File: src/hdl/ddm_pkg.sv
// ----------------------------------------------------------------------------
// ddm_pkg
// shared types and constants of the decimal digit multiplier
// ----------------------------------------------------------------------------
package ddm_pkg;

    // default operand capacity in digits
    localparam int MAX_DIGITS_DEF = 32;

    // command codes
    localparam logic [1:0] OP_LOAD_FIRST  = 2'd0;
    localparam logic [1:0] OP_LOAD_SECOND = 2'd1;
    localparam logic [1:0] OP_RUN         = 2'd2;

    // largest decimal digit, loads saturate here
    localparam logic [3:0] DIGIT_MAX = 4'd9;

    // floor(2^16 / 10), estimate of v / 10 that is never low by more than one
    localparam int RECIP_10    = 6553;
    localparam int RECIP_SHIFT = 16;

    typedef struct packed {
        logic [1:0] op;
        logic [3:0] digit;
    } t_in_item;

    typedef struct packed {
        logic [3:0] product_digit;
        logic       last;
        logic       overflow;
    } t_out_item;

endpackage

File: src/hdl/decimal_digit_multiplier.sv
// ----------------------------------------------------------------------------
// decimal_digit_multiplier
// exact product of two decimal numbers, loaded and emitted one digit at a time
// ----------------------------------------------------------------------------
// usage
//   input channel (i_in_valid / o_in_stall / i_in_item): each transaction is a
//   command. load first and load second append one digit (msd first) to an
//   operand. run forms the product and emits it on the
//   output channel (o_out_valid / i_out_stall / o_out_item), msd first, no
//   leading zeros, at least one digit, last set on the final digit. run clears
//   both operands and the overflow flag.
// run sequence
//   the product is built one column at a time, least significant first, with
//   one digit multiply per cycle (S_MAC), then S_WAIT, S_DIV1 and S_DIV2 per
//   column; the top column holds only carry and runs S_DIV1, S_DIV2 only. each
//   product digit then passes S_EREAD, S_ELOAD and S_EWAIT, msd first. the
//   single read port of each operand store sets the pace.
//   o_in_stall is high for the whole run.
// reset
//   synchronous, active low: operand counts and overflow clear, output idles.
//   digit stores are not cleared; only written entries are ever read.
// stall
//   a pending product digit holds in the output register until taken.
// ----------------------------------------------------------------------------
module decimal_digit_multiplier #(
    parameter int MAX_DIGITS = ddm_pkg::MAX_DIGITS_DEF
) (
    input  logic              i_clk,
    input  logic              i_rst_n,
    input  logic              i_in_valid,
    output logic              o_in_stall,
    input  ddm_pkg::t_in_item i_in_item,
    output logic              o_out_valid,
    input  logic              i_out_stall,
    output ddm_pkg::t_out_item o_out_item
);
    import ddm_pkg::*;

    // widths derived from capacity
    localparam int PD = 2 * MAX_DIGITS;                       // product digits
    localparam int AW = (MAX_DIGITS > 1) ? $clog2(MAX_DIGITS) : 1;
    localparam int CW = $clog2(MAX_DIGITS + 1);               // digit count
    localparam int PW = $clog2(PD);                           // product index
    localparam int XW = PW + 1;                               // index arithmetic
    localparam int VW = $clog2(MAX_DIGITS * 90 + 1);          // column sum + carry
    localparam int MW = VW + RECIP_SHIFT;                     // reciprocal product

    typedef enum logic [3:0] {
        S_IDLE, S_ZERO, S_MAC, S_WAIT, S_DIV1, S_DIV2, S_EREAD, S_ELOAD, S_EWAIT
    } t_state;

    t_state r_state;

    // operand and product stores
    logic [3:0] mem_a [MAX_DIGITS];
    logic [3:0] mem_b [MAX_DIGITS];
    logic [3:0] mem_p [PD];

    logic [CW-1:0] r_cnt_a, r_cnt_b;
    logic          r_ovf;

    // column engine
    logic [PW-1:0] r_k;          // current column
    logic [AW-1:0] r_i;          // first-operand digit index within column
    logic          r_mac_vld;    // operand data arriving this cycle
    logic [3:0]    r_a_dat, r_b_dat;
    logic [VW-1:0] r_acc, r_carry, r_v, r_q;
    logic [PW-1:0] r_top;        // highest nonzero product digit so far
    logic [PW-1:0] r_e;          // emit index
    logic [3:0]    r_pd;

    t_out_item r_out;
    logic      r_out_vld;

    // input side
    logic          in_acc;
    logic [3:0]    sat_digit;
    logic          load_a, load_b, run_cmd;

    assign in_acc    = i_in_valid && (r_state == S_IDLE);
    assign sat_digit = (i_in_item.digit > DIGIT_MAX) ? DIGIT_MAX : i_in_item.digit;
    assign load_a    = in_acc && (i_in_item.op == OP_LOAD_FIRST)
                       && (r_cnt_a != CW'(MAX_DIGITS));
    assign load_b    = in_acc && (i_in_item.op == OP_LOAD_SECOND)
                       && (r_cnt_b != CW'(MAX_DIGITS));
    assign run_cmd   = in_acc && (i_in_item.op == OP_RUN);

    // column bounds: terms i in [lo, hi], j = k - i
    logic [XW-1:0] n1, n2, len_m1, k_x, k_nx, i_x, i_hi, lo_next;
    logic [XW-1:0] a_addr_x, b_addr_x;
    logic          last_term;

    always_comb begin
        n1       = XW'(r_cnt_a);
        n2       = XW'(r_cnt_b);
        len_m1   = n1 + n2 - XW'(1);
        k_x      = XW'(r_k);
        k_nx     = k_x + XW'(1);
        i_x      = XW'(r_i);
        i_hi     = (k_x < n1 - XW'(1)) ? k_x : n1 - XW'(1);
        lo_next  = (k_nx >= n2) ? k_nx - n2 + XW'(1) : '0;
        a_addr_x = n1 - XW'(1) - i_x;
        b_addr_x = n2 - XW'(1) - (k_x - i_x);
        last_term = (i_x == i_hi);
    end

    // divide by ten: reciprocal estimate, then one correction step
    logic [VW-1:0] col_v;
    logic [MW-1:0] recip_mul;
    logic [VW-1:0] rem_raw, rem_fix, q_fix;
    logic [3:0]    digit_out;
    logic [PW-1:0] top_next;

    always_comb begin
        col_v     = r_acc + r_carry;
        recip_mul = MW'(col_v) * MW'(RECIP_10);
        rem_raw   = r_v - ((r_q << 3) + (r_q << 1));
        if (rem_raw >= VW'(10)) begin
            rem_fix = rem_raw - VW'(10);
            q_fix   = r_q + VW'(1);
        end else begin
            rem_fix = rem_raw;
            q_fix   = r_q;
        end
        digit_out = rem_fix[3:0];
        top_next  = (digit_out != 4'd0) ? r_k : r_top;
    end

    // operand stores: one write on load, one registered read per cycle in S_MAC
    always_ff @(posedge i_clk) begin
        if (load_a) begin
            mem_a[r_cnt_a[AW-1:0]] <= sat_digit;
        end
        if (r_state == S_MAC) begin
            r_a_dat <= mem_a[a_addr_x[AW-1:0]];
        end
    end

    always_ff @(posedge i_clk) begin
        if (load_b) begin
            mem_b[r_cnt_b[AW-1:0]] <= sat_digit;
        end
        if (r_state == S_MAC) begin
            r_b_dat <= mem_b[b_addr_x[AW-1:0]];
        end
    end

    // product store: written per finished column, read during emission
    always_ff @(posedge i_clk) begin
        if (r_state == S_ZERO) begin
            mem_p[0] <= 4'd0;
        end else if (r_state == S_DIV2) begin
            mem_p[r_k] <= digit_out;
        end
        if (r_state == S_EREAD) begin
            r_pd <= mem_p[r_e];
        end
    end

    // sequencer
    always_ff @(posedge i_clk) begin
        if (!i_rst_n) begin
            r_state   <= S_IDLE;
            r_cnt_a   <= '0;
            r_cnt_b   <= '0;
            r_ovf     <= 1'b0;
            r_mac_vld <= 1'b0;
            r_out_vld <= 1'b0;
        end else begin
            r_mac_vld <= (r_state == S_MAC);
            if (r_mac_vld) begin
                r_acc <= r_acc + VW'(r_a_dat) * VW'(r_b_dat);
            end

            case (r_state)
                S_IDLE: begin
                    if (load_a) begin
                        r_cnt_a <= r_cnt_a + CW'(1);
                    end
                    if (load_b) begin
                        r_cnt_b <= r_cnt_b + CW'(1);
                    end
                    if (in_acc && (i_in_item.op == OP_LOAD_FIRST ||
                                   i_in_item.op == OP_LOAD_SECOND) &&
                        !load_a && !load_b) begin
                        r_ovf <= 1'b1;     // store full, digit dropped
                    end
                    if (run_cmd) begin
                        r_k     <= '0;
                        r_i     <= '0;
                        r_acc   <= '0;
                        r_carry <= '0;
                        r_top   <= '0;
                        if (r_cnt_a == '0 || r_cnt_b == '0) begin
                            r_state <= S_ZERO;
                        end else begin
                            r_state <= S_MAC;
                        end
                    end
                end
                S_ZERO: begin
                    r_e     <= '0;
                    r_state <= S_EREAD;
                end
                S_MAC: begin
                    if (last_term) begin
                        r_state <= S_WAIT;
                    end else begin
                        r_i <= r_i + AW'(1);
                    end
                end
                S_WAIT: begin
                    r_state <= S_DIV1;   // last product lands in acc
                end
                S_DIV1: begin
                    r_v     <= col_v;
                    r_q     <= recip_mul[RECIP_SHIFT +: VW];
                    r_state <= S_DIV2;
                end
                S_DIV2: begin
                    r_carry <= q_fix;
                    r_top   <= top_next;
                    r_acc   <= '0;
                    if (k_x == len_m1) begin
                        r_e     <= top_next;
                        r_state <= S_EREAD;
                    end else begin
                        r_k <= r_k + PW'(1);
                        if (k_nx == len_m1) begin
                            r_state <= S_DIV1;   // top column holds only carry
                        end else begin
                            r_i     <= lo_next[AW-1:0];
                            r_state <= S_MAC;
                        end
                    end
                end
                S_EREAD: begin
                    r_state <= S_ELOAD;
                end
                S_ELOAD: begin
                    r_out.product_digit <= r_pd;
                    r_out.last          <= (r_e == '0);
                    r_out.overflow      <= r_ovf;
                    r_out_vld           <= 1'b1;
                    r_state             <= S_EWAIT;
                end
                S_EWAIT: begin
                    if (!i_out_stall) begin
                        r_out_vld <= 1'b0;
                        if (r_e == '0) begin
                            r_cnt_a <= '0;
                            r_cnt_b <= '0;
                            r_ovf   <= 1'b0;
                            r_state <= S_IDLE;
                        end else begin
                            r_e     <= r_e - PW'(1);
                            r_state <= S_EREAD;
                        end
                    end
                end
                default: begin
                    r_state <= S_IDLE;
                end
            endcase
        end
    end

    assign o_in_stall  = (r_state != S_IDLE);
    assign o_out_valid = r_out_vld;
    assign o_out_item  = r_out;

endmodule
File: config.mk
export PLATFORM = sky130hd
export DESIGN_NAME = decimal_digit_multiplier
export DESIGN_NICKNAME = d
export VERILOG_FILES = /design/src/hdl/ddm_pkg.sv /design/src/hdl/decimal_digit_multiplier.sv
export SDC_FILE = /design/constraint.sdc
export NUM_CORES = 1
export LEC_CHECK = 0
export BUFFER_PORTS_ARGS = -buffer_cell sky130_fd_sc_hd__buf_2
export CORE_ASPECT_RATIO = 1.75
export CORE_MARGIN = 2
export CORE_UTILIZATION = 60
export DETAILED_ROUTE_END_ITERATION = 12
export HOLD_SLACK_MARGIN = 0.12
export PLACE_DENSITY_LB_ADDON = 0.25
export SKIP_CTS_REPAIR_TIMING = 1
export SYNTH_ARGS = -nofsm -noshare
export SYNTH_HDL_FRONTEND = slang
export SYNTH_SLANG_ARGS = --single-unit
export TNS_END_PERCENT = 1
File: constraint.sdc
create_clock -name i_clk -period 7.6 [get_ports i_clk]
set_clock_uncertainty 0.1 [all_clocks]
set_input_delay 1.52 -clock i_clk [delete_from_list [all_inputs] [get_ports i_clk]]
set_output_delay 1.52 -clock i_clk [all_outputs]
set_load 0.01 [all_outputs]
**After elaboration in Yosys (flattened, before gate mapping)**

Memory sizes are Yosys's and may differ from the RTL's. A register that Yosys moved wholly into a read port is not among the register bits.
Index checks and enable logic that the tools add are counted.

- Word-level logic and storage cells: 167
- Bits in latches: 0
- ROM bits: 0
- Bits in writable memories: 512
- Bits in registers: 93
- Memories: 3

Memory list:

| name | depth | width | read ports | clocked after memory_dff | wr ports | line | text |
|---|---|---|---|---|---|---|---|
| mem_p | 64 | 4 | 1 | 1 | 1 | decimal_digit_multiplier.sv:57 | `logic [3:0] mem_p [PD];` |
| mem_a | 32 | 4 | 1 | 1 | 1 | decimal_digit_multiplier.sv:55 | `logic [3:0] mem_a [MAX_DIGITS];` |
| mem_b | 32 | 4 | 1 | 1 | 1 | decimal_digit_multiplier.sv:56 | `logic [3:0] mem_b [MAX_DIGITS];` |

- Muxes and demuxes: 56
- Equality and inequality tests: 27
- Bitwise gates (word level): 0
- Reduce and logical (&&, ||, !) cells: 37
- $add $sub $neg: 21
- Div/mod/pow operators: 0
- $mul: 2
- $lt $le $gt $ge: 4
- Shift-type cells: 0

Operator list:

| kind | number |
|---|---|
| 2-to-1 mux 6 bit | 11 |
| case mux 12 bit (2 select lines) | 2 |
| case mux 6 bit (2 select lines) | 4 |
| 2-to-1 mux 12 bit | 3 |
| case mux 4 bit (9 select lines) | 1 |
| multiplier 12 x 13 -> 25 bit, second input constant | 1 |
| 2-to-1 mux 5 bit | 5 |
| 2-to-1 mux 4 bit | 6 |
| != test 2 bit, second input constant | 10 |
| subtractor 5 bit | 4 |
| adder 6 x 1 -> 6 bit, second input constant | 3 |
| logical NOT 6 bit | 3 |
| case mux 6 bit (3 select lines) | 1 |
| == test 4 x 3 -> 1 bit, second input constant | 4 |
| AND reduction 4 bit | 4 |
| case mux 5 bit (3 select lines) | 1 |
| 2-to-1 mux 1 bit | 14 |
| adder 12 x 10 -> 12 bit | 1 |
| adder 12 bit | 1 |
| adder 12 x 8 -> 12 bit | 1 |
| greater-or-equal comparator 12 x 4 -> 1 bit, second input constant | 1 |
| != test 6 bit, second input constant | 2 |
| subtractor 12 bit | 1 |
| adder 5 x 1 -> 5 bit, second input constant | 2 |
| 39 further kinds | 61 |

**Logic depth before layout (Yosys ltp)**

Gate-level depths: netlist (run 1).

- Depth after elaboration: 9
- Mapped depth: 29
- Gate-level depth less buffers: 29

**Least setup slack after synthesis (run 1)**

OpenSTA, ideal clock, no wires.

- Path kind: reg2reg
- Start: register r_acc[0]
- End: register r_q[8] (data pin)
- Buffers on the path: 0
- Period minus slack after synthesis: 6,614 ps
- Stages on the path, launching flop included: 30
- Slack: 986 ps
- Arrival time: 6,247 ps
- Data required time: 7,232 ps
- Cell sequence: edfxtp_1 ha_1 inv_1 fa_1 nor2b_1 o21ai_1 a21boi_0 o21ai_1 a21o_1 a211oi_1 inv_1 and2_1 inv_1 fa_1 inv_1 fa_1 xor2_1 ha_1 inv_1 fa_1 inv_1 ha_1 nand4_1 a211oi_1 nor4_1 a2111oi_2 o41ai_2 o21ai_1 a21oi_1 xnor3_1

- Longest elaborated chain between the ends: 2

Ends and longest elaborated chain:

| item | line | text |
|---|---|---|
| from (decl) | decimal_digit_multiplier.sv:67 | `logic [VW-1:0] r_acc, r_carry, r_v, r_q;` |
| from (signal assigned) | decimal_digit_multiplier.sv:172 | `r_acc <= r_acc + VW'(r_a_dat) * VW'(r_b_dat);` |
| adder 12 bit | decimal_digit_multiplier.sv:115 | `col_v = r_acc + r_carry;` |
| net col_v[10] | decimal_digit_multiplier.sv:108 | `logic [VW-1:0] col_v;` |
| multiplier 12 x 13 -> 25 bit | decimal_digit_multiplier.sv:116 | `recip_mul = MW'(col_v) * MW'(RECIP_10);` |
| net recip_mul[24] | decimal_digit_multiplier.sv:109 | `logic [MW-1:0] recip_mul;` |
| to (signal assigned) | decimal_digit_multiplier.sv:217 | `r_q <= recip_mul[RECIP_SHIFT +: VW];` |
| to (decl) | decimal_digit_multiplier.sv:67 |  |

The timed path passes the listed nets, and every way through them passes these cells.
A chain may end at the register's enable or synchronous reset.

**Worst setup path in the final report (run 1)**

- Start: register r_acc[2]
- End: register r_q[6] (data pin)

The elaborated chain is that of the path after synthesis.

==> key figures, run 1 <==
Outcome
  – Run status: complete, no violations

Timing
  – Endpoints failing hold: 0
  – Fmax: 0.140 GHz
  – Final Cycle Share: 93.7%
  – Period minus WS final: 7.12 ns
  – Setup TNS: 0 ns
  – Final Max Tran Viols: 0
  – # setup viols final: 0
  – RSZ-0062 raised after global routing: true
  – Worst slew pin tran: 1.22 ns
  – Rel. slew slack: 18.2%

Placed design
  – Dpl hpwl: 45,100 um
  – Count of input and output buffers: 17
  – Placer Congestion: 0.874
  – Dpl cells: 2,647

Power and ir drop
  – Switch share: 30.0%
  – Reg power frac: 40.5%
  – Sw Pwr: 0.00284 W
  – Maximum VDD drop: 0.394 mV
  – Cell leakage power: 11.5 nW
  – Internal power: 0.00663 W
  – Clock Power Share: 29.2%
  – Pwr per Cell Area: 287 mW/mm2
  – Logic pwr share: 30.3%

GRT
  – Vias in the first global route: 17,600
  – Gr ovfl total: 0
  – Initial antenna violation count: 4
  – Global Route Usage Sum: 25.1%
  – First-pass GRT wire length: 100,000 um
  – Largest net degree at the start of global routing: 68

Cells and area
  – Area grow syn2layout: 8.65%
  – Layout cell share with drive strength beyond 1: 14.9%
  – Nets: 2,254
  – Fillers: 3,420
  – Post-route insts no fill: 2,742

Logic synthesis
  – Synth cell types: 80
  – Xor/xnor share of the synthesized area: 2.73%
  – Net count after synthesis: 2,236
  – Area contributors post-synth: edfxtp_1 (59%), mux4_2 (12%), ha_1 (6.4%), fa_1 (3.7%), nor2_1 (2.6%)
  – Post-Syn Area: 0.0304 mm2
  – Commonest cells post-synth: edfxtp_1 (596), nor2_1 (208), inv_1 (181)
  – Mapped Cells: 2,015
  – Most frequent cell after synthesis: edfxtp_1
  – Post-synthesis mux area share: 12.7%
  – Yosys warnings: 0
  – Area share of the largest cell type after synthesis: 58.8%
  – Async set or reset register ratio after synthesis: 0%
  – Post-synthesis sequential area ratio: 60.1%
  – Adder-Cell Fraction of Synth Area: 10.1%
  – Post-synthesis compound-gate area fraction: 4.31%
  – Post-synth EDFFs: 596
  – Largest family of logic cells by synthesized area: multiplexers
  – Synthesized area per cell: 15.1 um2
  – Simple-Gate Fraction of Synth Area: 6.92%
  – Main synth FF type: edfxtp_1
  – Synth area leader: edfxtp_1
  – Seq cells post-synth: 615

Clock tree
  – CTS clk-pin slew, worst paths: 0.07 ns
  – Root buffer cell: clkbuf_16
  – CTS tree: done
  – Clock latency on the worst-skew pair: 0.60 ns
  – CTS buffer count: 50
  – CTS max path bufs: 3
  – H-tree level count: 2
  – Sink Count: 615

Setup path
  – Worst EP arrival: 7.40 ns
  – Setup crit start kind: flop
  – CP endpoint kind: flop
  – WP data required: 7.88 ns
  – Critical path class: flop to flop
  – CP Max Fanout: 6

Route
  – Drt initial violations: 1,109
  – Via/cell ratio: 6.13
  – Vias: 16,800
  – # DRC: 0
  – First-pass DRT Iterations: 7
  – Average wire per standard cell: 23.5 um
  – Final ANT Viol Nets: 0
  – Total Wirelength: 64,400 um

Floorplanning
  – Site Rows: 109
  – Die area: 0.0526 mm2
  – # IOs: 18
  – Starting density of the core: 60.5%
  – Core Region: 0.0503 mm2
  – Die extent in y: 302 um
  – DIE WIDTH: 174 um

Flow run
  – Max Cap Viol: 0

Min path
  – Class of the worst hold path: flop to flop
==> cell usage in the layout (no fill, tap or decap), drive strengths merged, types with 7 or more instances in the layout <==
master and count:
nor2 208, o211ai 12, nand2b 9, a21o 17
dfxtp 19, ha 155, inv 183, xor2 22
mux4 156, nand3 45, and3 8, a21oi 56
nor4 7, nand4 15, clkinv 25, and2 16
nor2b 14, bufinv 10, nand2 74, a211oi 8
buf 39, or3 13, clkbuf 54, nor3 25
fa 56, o21ai 50, edfxtp 596, xnor2 64
o21a 9, mux2 13, mux2i 21
==> state kept, by name (all words and copies together), names as in the netlist, 9 cells and up <==
name,count
mem_p,256
r_acc,12
r_q,9
r_v,12
mem_b,128
mem_a,128
r_carry,10
==> metrics by stage <==
stage	setup WS [ns]	hold WS [ns]	cell area [um2]	power, W	utilization, %
after floorplan	0.986	0.300	30400	0.00608	-
after global placement	0.724	0.307	31300	0.00669	62.2
after detailed placement	0.502	0.318	31300	0.00681	62.2
after CTS	0.470	0.317	33000	0.00954	65.7
after global routing	-0.00269	0.325	33100	0.0100	65.7
final	0.479	0.316	33100	0.00947	65.7
==> path summary, 6_finish.rpt <==
path / startpoint / to / slack [ns] / depth (start not counted)
setup / recovery: r_acc[2] / r_q[6] / 0.48 / 27
hold / removal: r_pd[0] / o_out_item[2] / 0.32 / 0
setup reg to reg: r_acc[2] / r_q[6] / 0.48 / 27
hold reg to reg: r_pd[0] / o_out_item[2] / 0.32 / 0
==> critical path, stage by stage, from the launching register on <==
cell and delay (ns):
edfxtp_1 0.41, ha_1 0.37, a21oi_1 0.21, a21oi_1 0.16
o41a_1 0.38, o211a_1 0.24, o21ai_0 0.20, xnor2_1 0.32
xnor2_1 0.21, inv_1 0.09, fa_1 0.54, inv_1 0.06
fa_1 0.48, xor2_1 0.16, ha_1 0.27, inv_1 0.05
fa_1 0.54, inv_1 0.05, ha_1 0.28, nand4_1 0.12
a21oi_1 0.20, nor3_1 0.11, a2111oi_2 0.58, o41ai_2 0.13
buf_4 0.16, nor2_1 0.13, o21ai_1 0.09, a221oi_1 0.29
==> per-layer routing <==
metal / track usage [%] / routed length (um) / vias to the layer above
met2: 48.7 / 36400 / 446
met3: 2.82 / 2670 / 150
li1: - / - / 7618
met5: 0 / 16 / -
met1: 27.9 / 22600 / 8579
met4: 10.1 / 2750 / 4
==> cell families after synthesis <==
logic type	after synthesis
XOR/XNOR	89
AND/OR/NAND/NOR	455
adder cells (fa/ha/maj)	211
flip-flops	615
buffers and inverters	256
multiplexers	190
AO/OA/AOI/OAI	199
==> power by group through the flow <==
stage	clock network (W)	registers (W)	logic [W]
5_1_grt	0.00290	0.00384	0.00329
3_5_place_dp	0	0.00391	0.00290
3_3_place_gp	0	0.00391	0.00278
4_1_cts	0.00278	0.00384	0.00292
2_1_floorplan	0	0.00390	0.00218
6_report	0.00276	0.00384	0.00287
==> layout make-up <==
cell class | instances | area (um2) | share of cell area [%]
clock inverters | 39 | 489 | 1.48
flip-flops and latches | 615 | 18300 | 55.3
repair buffers | 39 | 250 | 0.757
multi-input cells | 1144 | 11200 | 34.0
well taps | 666 | 833 | 2.52
inverters | 183 | 687 | 2.08
clock buffers | 54 | 1270 | 3.83
diodes | 2 | 5.00 | 0.0151
(Power assumes the default switching activity.)
==> run 2, diff against run 1 <==
--- a/config.mk
+++ b/config.mk
@@ -9,6 +9,7 @@
 export CORE_ASPECT_RATIO = 1.75
 export CORE_MARGIN = 2
 export CORE_UTILIZATION = 60
+export CTS_BUF_LIST = sky130_fd_sc_hd__clkbuf_2
 export DETAILED_ROUTE_END_ITERATION = 12
 export HOLD_SLACK_MARGIN = 0.12
 export PLACE_DENSITY_LB_ADDON = 0.25
==> key figures, run 2 (synthesis gave the netlist of run 1 again) <==
Outcome
  – Run status: complete, no violations

Clock tree
  – Root buffer cell: clkbuf_2
  – CTS clk-pin slew, worst paths: 0.15 ns
  – Sink Count: 615
  – CTS max path bufs: 3
  – CTS tree: done
  – CTS buffer count: 131
  – Clock latency on the worst-skew pair: 1.12 ns
  – H-tree level count: 4

Cells and area
  – Nets: 2,335
  – Reg with most FFs: mem_p
  – Fillers: 3,573
  – Most common cell after layout, fill and taps aside: edfxtp_1
  – Final instance area: 0.0325 mm2
  – Most frequent cells in the layout: edfxtp_1 (596), nor2_1 (204), clkbuf_2 (188), inv_1 (181), mux4_2 (156)
  – Area grow syn2layout: 6.92%
  – Layout cell share with drive strength beyond 1: 19.6%
  – Max FFs per register: 256

Floorplanning
  – Die area: 0.0526 mm2
  – DIE WIDTH: 174 um
  – Core Region: 0.0503 mm2
  – Die extent in y: 302 um
  – Starting density of the core: 60.5%
  – # IOs: 18
  – Site Rows: 109

Timing
  – RSZ-0062 raised after global routing: true
  – Worst slew pin tran: 1.22 ns
  – Final setup margin: 0.490 ns
  – Period minus WS final: 7.11 ns
  – # setup viols final: 0
  – Endpoints failing hold: 0
  – Final Cycle Share: 93.6%
  – Final Max Tran Viols: 0
  – Fmax: 0.141 GHz
  – Rel. slew slack: 18.3%
  – Setup TNS: 0 ns

Setup path
  – Slowest-stage cell, CP: a2111oi_2
  – Worst EP arrival: 7.90 ns
  – Crit path top cell by count: inv_1
  – Critical path class: flop to flop
  – R2r setup slk: 0.49 ns
  – CP max stage delay: 0.57 ns
  – CP endpoint kind: flop
  – WP data required: 8.39 ns
  – CP bufs+invs: 5
  – Setup crit start kind: flop
  – CP Max Fanout: 6
  – Family with the most delay on the worst path: adder cells

GRT
  – Global Route Usage Sum: 25.4%
  – First-pass GRT wire length: 101,000 um
  – Gr ovfl total: 0
  – Largest net degree at the start of global routing: 68
  – Initial antenna violation count: 5
  – Vias in the first global route: 18,300

Placed design
  – Placer Congestion: 0.874
  – Placed inst area: 0.0313 mm2
  – Pre-CTS setup slack: 0.502 ns
  – Dpl hpwl: 45,100 um
  – Count of input and output buffers: 17

Route
  – First-pass DRT Iterations: 7
  – Via/cell ratio: 5.99
  – # DRC: 0
  – Final ANT Viol Nets: 0
  – Vias: 17,300
  – Drt initial violations: 1,117
  – Total Wirelength: 64,600 um
  – Average wire per standard cell: 22.4 um

Flow run
  – Max Cap Viol: 0

Power and ir drop
  – Maximum VDD drop: 0.403 mV
  – Overall power: 0.00875 W
  – Pwr per Cell Area: 269 mW/mm2
  – Cell leakage power: 11.5 nW

Min path
  – Class of the worst hold path: flop to flop
-- run 2: cell types whose count changed in the layout (fill, tap and decap cells not counted), sizes merged --
cell,before,now
bufinv,10,3
clkinvlp,4,0
clkbuf,54,188
inv,183,186
diode,2,4
clkinv,25,41
-- run 2: power breakdown --
| part | switching [W] | internal [W] |
|---|---|---|
| logic | 0.00162 | 0.00127 |
| clock network | 0.00125 | 0.000776 |
| registers | 0.0000282 | 0.00381 |
| total | 0.00290 | 0.00585 |
-- run 2: worst register-to-register path, delay by kind of cell (launching register included) --
| family | cells | cell delay [ns] |
|---|---|---|
| buf+inv | 5 | 0.41 |
| simple gates | 3 | 0.36 |
| xor+xnor | 3 | 0.67 |
| flops | 1 | 0.42 |
| compound gates | 10 | 2.47 |
| fa+ha+maj | 6 | 2.48 |
-- run 2: area by class of cell --
class                           instances  area, um2  share of cell area [%]
Sequential cell                       615      18300                    56.2
Multi-Input combinational cell       1144      11200                    34.6
Clock buffer                          188        941                    2.89
Tap cell                              666        833                    2.56
Inverter                              183        687                    2.11
Clock inverter                         47        285                   0.877
Timing Repair Buffer                   39        250                   0.769
Antenna cell                            4       10.0                  0.0308
-- run 2: path summary, 6_finish.rpt --
path,endpoint,from,cells past startpoint
setup / recovery,r_q[6],r_acc[2],27
setup reg to reg,r_q[6],r_acc[2],27
hold / removal,o_out_item[2],r_pd[0],0
hold reg to reg,o_out_item[2],r_pd[0],0
-- run 2: stage by stage --
stage / hold WS [ns] / cells / util (%)
after floorplan: 0.300 / 2015 / -
after global routing: 0.328 / 2885 / 64.6
final: 0.294 / 2886 / 64.6
after CTS: 0.301 / 2882 / 64.6
after detailed placement: 0.318 / 2647 / 62.2
after global placement: 0.307 / 2647 / 62.2
-- run 2: layer usage --
metal / vias to the layer above / routed length [um] / global-route usage, %
met5: - / 12 / 0
met4: 2 / 2670 / 11.8
met3: 162 / 2920 / 4.05
met2: 524 / 36600 / 48.5
met1: 8704 / 22400 / 27.4
li1: 7881 / - / -
